--- src/design/csrmv_pkg.sv ---
// shared types and constants of the csr sparse matrix-vector row accumulator
package csrmv_pkg;

  // field widths
  localparam int unsigned REQ_TYPE_W = 2;
  localparam int unsigned COL_W      = 10;
  localparam int unsigned VAL_W      = 32;
  localparam int unsigned ACC_W      = 64;
  localparam int unsigned ROW_W      = 16;
  localparam int unsigned NROWS_W    = 17;
  localparam int unsigned ALPHA_W    = 16;
  localparam int unsigned CFG_IDX_W  = 1;
  localparam int unsigned CFG_DATA_W = 17;

  // saturation limits of the q32.32 accumulator
  localparam logic [ACC_W-1:0] SAT_MAX = {1'b0, {(ACC_W-1){1'b1}}};
  localparam logic [ACC_W-1:0] SAT_MIN = {1'b1, {(ACC_W-1){1'b0}}};

  // row count used when num_rows is zero or too large
  localparam logic [NROWS_W-1:0] NROWS_FULL = NROWS_W'(65536);

  // configuration register indexes
  localparam logic [CFG_IDX_W-1:0] CFG_NUM_ROWS = 1'd0;
  localparam logic [CFG_IDX_W-1:0] CFG_ALPHA    = 1'd1;

  // item kinds
  typedef enum logic [REQ_TYPE_W-1:0] {
    REQ_LOAD   = 2'd0,
    REQ_NZ     = 2'd1,
    REQ_NZ_END = 2'd2,
    REQ_EMPTY  = 2'd3
  } req_type_e;

  // commands from the controller to the datapath
  typedef struct packed {
    logic capture;
    logic mem_wr;
    logic mem_rd;
    logic mul;
    logic acc;
    logic scale;
    logic commit;
  } cmd_t;

  // status from the datapath to the controller
  typedef struct packed {
    req_type_e req_type;
  } sts_t;

endpackage

--- src/design/csrmv_ctrl.sv ---
// controller: sequences one item at a time through the datapath
module csrmv_ctrl import csrmv_pkg::*; (
  input  logic clk_i,
  input  logic rst_ni,
  input  logic req_valid_i,
  output logic req_ready_o,
  output logic res_valid_o,
  input  logic res_ready_i,
  input  sts_t sts_i,
  output cmd_t cmd_o
);

  typedef enum logic [2:0] {
    ST_IDLE,
    ST_ADDR,
    ST_MUL,
    ST_ACC,
    ST_SCALE,
    ST_COMMIT
  } state_e;

  state_e state_q, state_d;
  logic   res_valid_q, res_valid_d;
  logic   out_free;

  // output register can take a result when empty or being emptied
  assign out_free    = !res_valid_q || res_ready_i;
  assign req_ready_o = (state_q == ST_IDLE);
  assign res_valid_o = res_valid_q;

  // next state and commands
  always_comb begin
    state_d = state_q;
    cmd_o   = '0;
    case (state_q)
      ST_IDLE: begin
        if (req_valid_i) begin
          cmd_o.capture = 1'b1;
          state_d       = ST_ADDR;
        end
      end
      ST_ADDR: begin
        case (sts_i.req_type)
          REQ_LOAD: begin
            cmd_o.mem_wr = 1'b1;
            state_d      = ST_IDLE;
          end
          REQ_EMPTY: state_d = ST_SCALE;
          default: begin
            cmd_o.mem_rd = 1'b1;
            state_d      = ST_MUL;
          end
        endcase
      end
      ST_MUL: begin
        cmd_o.mul = 1'b1;
        state_d   = ST_ACC;
      end
      ST_ACC: begin
        cmd_o.acc = 1'b1;
        state_d   = (sts_i.req_type == REQ_NZ) ? ST_IDLE : ST_SCALE;
      end
      ST_SCALE: begin
        cmd_o.scale = 1'b1;
        state_d     = ST_COMMIT;
      end
      ST_COMMIT: begin
        if (out_free) begin
          cmd_o.commit = 1'b1;
          state_d      = ST_IDLE;
        end
      end
      default: state_d = ST_IDLE;
    endcase
  end

  // result valid flag
  always_comb begin
    res_valid_d = res_valid_q;
    if (res_valid_q && res_ready_i) res_valid_d = 1'b0;
    if (cmd_o.commit) res_valid_d = 1'b1;
  end

  // state and registered outputs
  always_ff @(posedge clk_i or negedge rst_ni) begin
    if (!rst_ni) begin
      state_q     <= ST_IDLE;
      res_valid_q <= 1'b0;
    end else begin
      state_q     <= state_d;
      res_valid_q <= res_valid_d;
    end
  end

endmodule

--- config.mk ---
export PLATFORM = sky130hd
export DESIGN_NAME = csrmv_ctrl
export DESIGN_NICKNAME = d
export VERILOG_FILES = /design/src/design/csrmv_pkg.sv /design/src/design/csrmv_ctrl.sv
export SDC_FILE = /design/constraint.sdc
export NUM_CORES = 1
export LEC_CHECK = 0
export BUFFER_PORTS_ARGS = -buffer_cell sky130_fd_sc_hd__buf_2
export CORE_AREA = 5 5 42 44
export DETAILED_ROUTE_END_ITERATION = 12
export DIE_AREA = 0 0 47 49
export GPL_TIMING_DRIVEN = 0
export HOLD_SLACK_MARGIN = 0.1
export PLACE_DENSITY = 0.52
export SETUP_SLACK_MARGIN = 0.05
export SKIP_LAST_GASP = 1
export SLEW_MARGIN = 20
export SYNTH_ARGS = -nofsm -noshare
export SYNTH_HDL_FRONTEND = slang
export SYNTH_SLANG_ARGS = --single-unit
--- constraint.sdc ---
create_clock -name clk_i -period 1.1 [get_ports clk_i]
set_input_delay 0.11 -clock clk_i [delete_from_list [all_inputs] [get_ports clk_i]]
set_output_delay 0.11 -clock clk_i [all_outputs]
set_load 0.1 [all_outputs]
## After elaboration in Yosys (flattened, before gate mapping)

Cells that the tools add are included.

- Flip-flop bits (word level): 4
- Logic and storage cells: 36

- Reductions and logical operators: 8
- Equal/unequal tests: 9
- Mux-type cells: 17

Operators by type and width:

| kind | number |
|---|---|
| $pmux 3 s6 | 1 |
| $mux 1 | 11 |
| $mux 3 | 3 |
| $eq 3x2->1 const B | 2 |
| $eq 3x3->1 const B | 2 |
| $pmux 3 s2 | 1 |
| $ne 2x2->1 const B | 2 |
| $eq 3x1->1 const B | 1 |
| $logic_not 3->1 | 1 |
| $eq 2x1->1 const B | 1 |
| $eq 2x2->1 const B | 1 |
| $logic_not 2->1 | 1 |
| $mux 2 | 1 |
| $reduce_and 2->1 | 1 |
| $reduce_bool 2->1 | 1 |
| $reduce_or 2->1 | 1 |
| $logic_and 1x1->1 | 1 |
| $logic_not 1->1 | 1 |
| $logic_or 1x1->1 | 1 |

## Depth between registers and ports, before layout

- Word-level depth: 5
- Mapped depth: 5
- Depth with buffers taken out: 5

## Worst setup path after synthesis

No wires, ideal clock.

- Path type: reg2out
- Start point: register state_q[1]
- End point: output cmd_o[5] (netlist name)
- Path slack: -2692 ps
- Arrival time: 3682 ps
- Stages on the path, launching flop included: 3
- Buffers on the path: 1
- Cell sequence: dfrtp_1 > buf_6 > nor4b_1

RTL lines:

| what | line | source |
|---|---|---|
| start, declared | csrmv_ctrl.sv:22 | `state_e state_q, state_d;` |
| start signal, assigned | csrmv_ctrl.sv:90 | `state_q <= state_d;` |
| end, declared | csrmv_ctrl.sv:10 | `output cmd_t cmd_o` |

==> results.sh <==
export IMPL_status="finished, violations left"
export IMPL_violations="setup timing"
export IMPL_firstDrtPassIters=2
export IMPL_post_route_min_period_ns=1.46
export IMPL_clockBufferDepth=2
export IMPL_ys_async_sr_fraction_pct=100
export IMPL_drt_iter0_markers=3
export IMPL_setup_viol=9
export IMPL_avgViaCountPerCell=4.38
export IMPL_clkLatencyLatePin_ns=0.25
export IMPL_drive_above_1_share_pct=71.0
export IMPL_grt_overflow_total=0
export IMPL_grt_pass1_wl_mm=1.50
export IMPL_drv_cap=0
export IMPL_ys_warn_count=0
export IMPL_drc=0
export IMPL_grt_max_degree=9
export IMPL_drv_slew=0
export IMPL_hpwl_um=558
export IMPL_cts_buffers=3
export IMPL_hold_viol_final=0
export IMPL_fin_crit_sh_pct=133
export IMPL_cts_clk_slew_worst_paths_ns=0.04
export IMPL_synthCells=33
export IMPL_dieHeight_um=49
export IMPL_detail_route_antenna_nets=0
export IMPL_n_fill_cell=142
export IMPL_regToRegSetupSlack_ns=-0.05
export IMPL_whs_ns=0.181
export IMPL_synthTopCellsByArea="dfrtp_1 31%, ha_1 12%, nor4b_4 7.3%"
export IMPL_rsz0062_at_grt="yes"
export IMPL_grt_pass1_vias=345
export IMPL_cts_tree="done"
export IMPL_synth_edff_count=0
export IMPL_num_vias=342
export IMPL_critPathMaxFanout=3
export IMPL_core_rowCount=14
export IMPL_timing_final_ws_setup_ns=-0.359
export IMPL_fin_skew_ns=0.00613
export IMPL_diodes=0
export IMPL_crit_path_end_kind="output pin"
export IMPL_cp_arrival_ns=1.35
export IMPL_cts_htree_levels=1
export IMPL_synth_top_area_cell="dfrtp_1"
export IMPL_cts_root_buf="clkbuf_4"
export IMPL_ys_flop_type="dfrtp_1"
export IMPL_stdcell_count=78
export IMPL_syn_avg_cell_area_um2=9.82
export IMPL_wl_per_cell_um=11.3
export IMPL_yosysSeqAreaShare_pct=30.9
export IMPL_netlist_area_um2=324
export IMPL_yosys_register_bits=4
export IMPL_wl_um=881
export IMPL_syn_nets=42
export IMPL_syn2layout_area_growth_pct=122
export IMPL_clock_sinks=4
export IMPL_portBuffers=14
export IMPL_grtUsageTotal_pct=9.39
export IMPL_dpl_cell_count=63
export IMPL_fp_dieW_um=47
export IMPL_required_ns=0.99
export IMPL_worstMarginPinSlew_ns=0.240
export IMPL_fp_dieArea_um2=2300
export IMPL_initial_core_util_pct=23.1
export IMPL_relSlewSlack_pct=83.9
export IMPL_core_area_um2=1400
export IMPL_synth_distinct_cells=22
export IMPL_antenna_found_initial=0
export IMPL_start_kind="flip-flop"
export IMPL_ios=15
export IMPL_gp_congestion=0.639
export IMPL_nNetsFinal=72
export IMPL_worstSetupPathType="reg2out"
export IMPL_max_clock_freq_mhz=686
export IMPL_hold_class="in2reg"
export IMPL_synth_top_area_share_pct=30.9
synth_stat cells, types with 2 or more instances:
cell	instances
nor3b_1	3
ha_1	3
nor3_1	2
buf_4	2
dfrtp_1	4
inv_1	3
path summary, 6_finish.rpt:
check | start | endpoint | cells past startpoint
max | state_q[2] | cmd_o[4] | 3
min | res_ready_i | state_q[0] | 4
min reg2reg | state_q[0] | state_q[0] | 1
min in group asynchronous | rst_ni | res_valid_o | 2
max reg2reg | state_q[2] | state_q[1] | 4
max in group asynchronous | rst_ni | state_q[2] | 2
cell families (layout without fill, tap and decap cells):
| group | count (synthesis) | after routing | synth area share [%] |
|---|---|---|---|
| and+or+nand+nor | 15 | 15 | 35.1 |
| buffers and inverters | 7 | 36 | 12.7 |
| adders and majority gates | 3 | 3 | 11.6 |
| AOI/OAI and AO/OA | 3 | 3 | 6.56 |
| muxes | 1 | 1 | 3.09 |
| DFF | 4 | 4 | 30.9 |
cells in the final DEF (no fill, tap or decap):
| cell | netlist | routed |
|---|---|---|
| o21ai_1 | 0 | 1 |
| buf_6 | 1 | 9 |
| nor2b_4 | 0 | 1 |
| nand2b_1 | 1 | 1 |
| nand2_1 | 1 | 1 |
| dfrtp_1 | 4 | 1 |
| and2_4 | 0 | 1 |
| o31ai_1 | 1 | 1 |
| buf_4 | 2 | 8 |
| ha_1 | 3 | 3 |
| nor3_4 | 0 | 1 |
| dfrtp_4 | 0 | 1 |
| buf_2 | 0 | 5 |
| a221oi_1 | 1 | 1 |
| inv_4 | 0 | 1 |
| nor3b_4 | 0 | 2 |
| inv_1 | 3 | 3 |
| dlygate4sd3_1 | 0 | 1 |
| nand3b_1 | 1 | 1 |
| buf_12 | 0 | 5 |
| nor3b_2 | 0 | 1 |
| dfrtp_2 | 0 | 2 |
| nor4b_4 | 1 | 2 |
| clkbuf_4 | 0 | 3 |
| or2_1 | 1 | 1 |
| nor3_1 | 2 | 1 |
| nor2_4 | 0 | 1 |
| clkbuf_1 | 0 | 1 |
| and2b_2 | 1 | 1 |
| mux2i_1 | 1 | 1 |
stage by stage:
stage          util (%)  TNS (ns)  instance area [µm²]  setup WS, ns
2_1_floorplan         -     -5.59                  414        -0.887
3_3_place_gp       36.0     -2.15                  504        -0.457
3_5_place_dp       36.0     -2.19                  504        -0.452
4_1_cts            48.2     -2.56                  676        -0.361
5_1_grt            51.4     -3.21                  721        -0.426
6_report           51.4     -2.59                  721        -0.359
critical path, cell delays in order, from the launching register on:
cell,delay (ns)
dfrtp_2,0.42
buf_6,0.12
nor4b_4,0.30
buf_6,0.27
final cells by class:
type	instances	area (µm²)	share of cell area [%]
buffer	2	22.5	3.13
clock buffer	4	26.3	3.65
inverter	4	17.5	2.43
multi-input combinational	22	254	35.2
sequential	4	106	14.8
tap	16	20.0	2.78
timing repair buffer	26	274	38.0
repair_timing:
item                                   4_1_cts  5_1_grt
buffers inserted                             8        2
setup endpoints to repair                   11       11
pin swaps                                    4        5
resized for setup                           26        7
hold buffers                                 1        0
endpoints found under the hold margin        4        0
cloned                                       1        0
state kept, by name, summed over array words and instances (netlist names):
register,flops
state_q,3
res_valid_o,1
routing by layer:
layer,track usage (%),share of wire (%),wire (µm),vias up
li1,-,-,-,169
met4,5.53,2.5,22,0
met3,5.54,7.7,68,3
met1,11.7,44,387,158
met5,0,0,0,-
met2,12.0,46,403,12
Power is not shown: default switching activity piles up to over one toggle a cycle in this logic, so the estimate is an artifact.
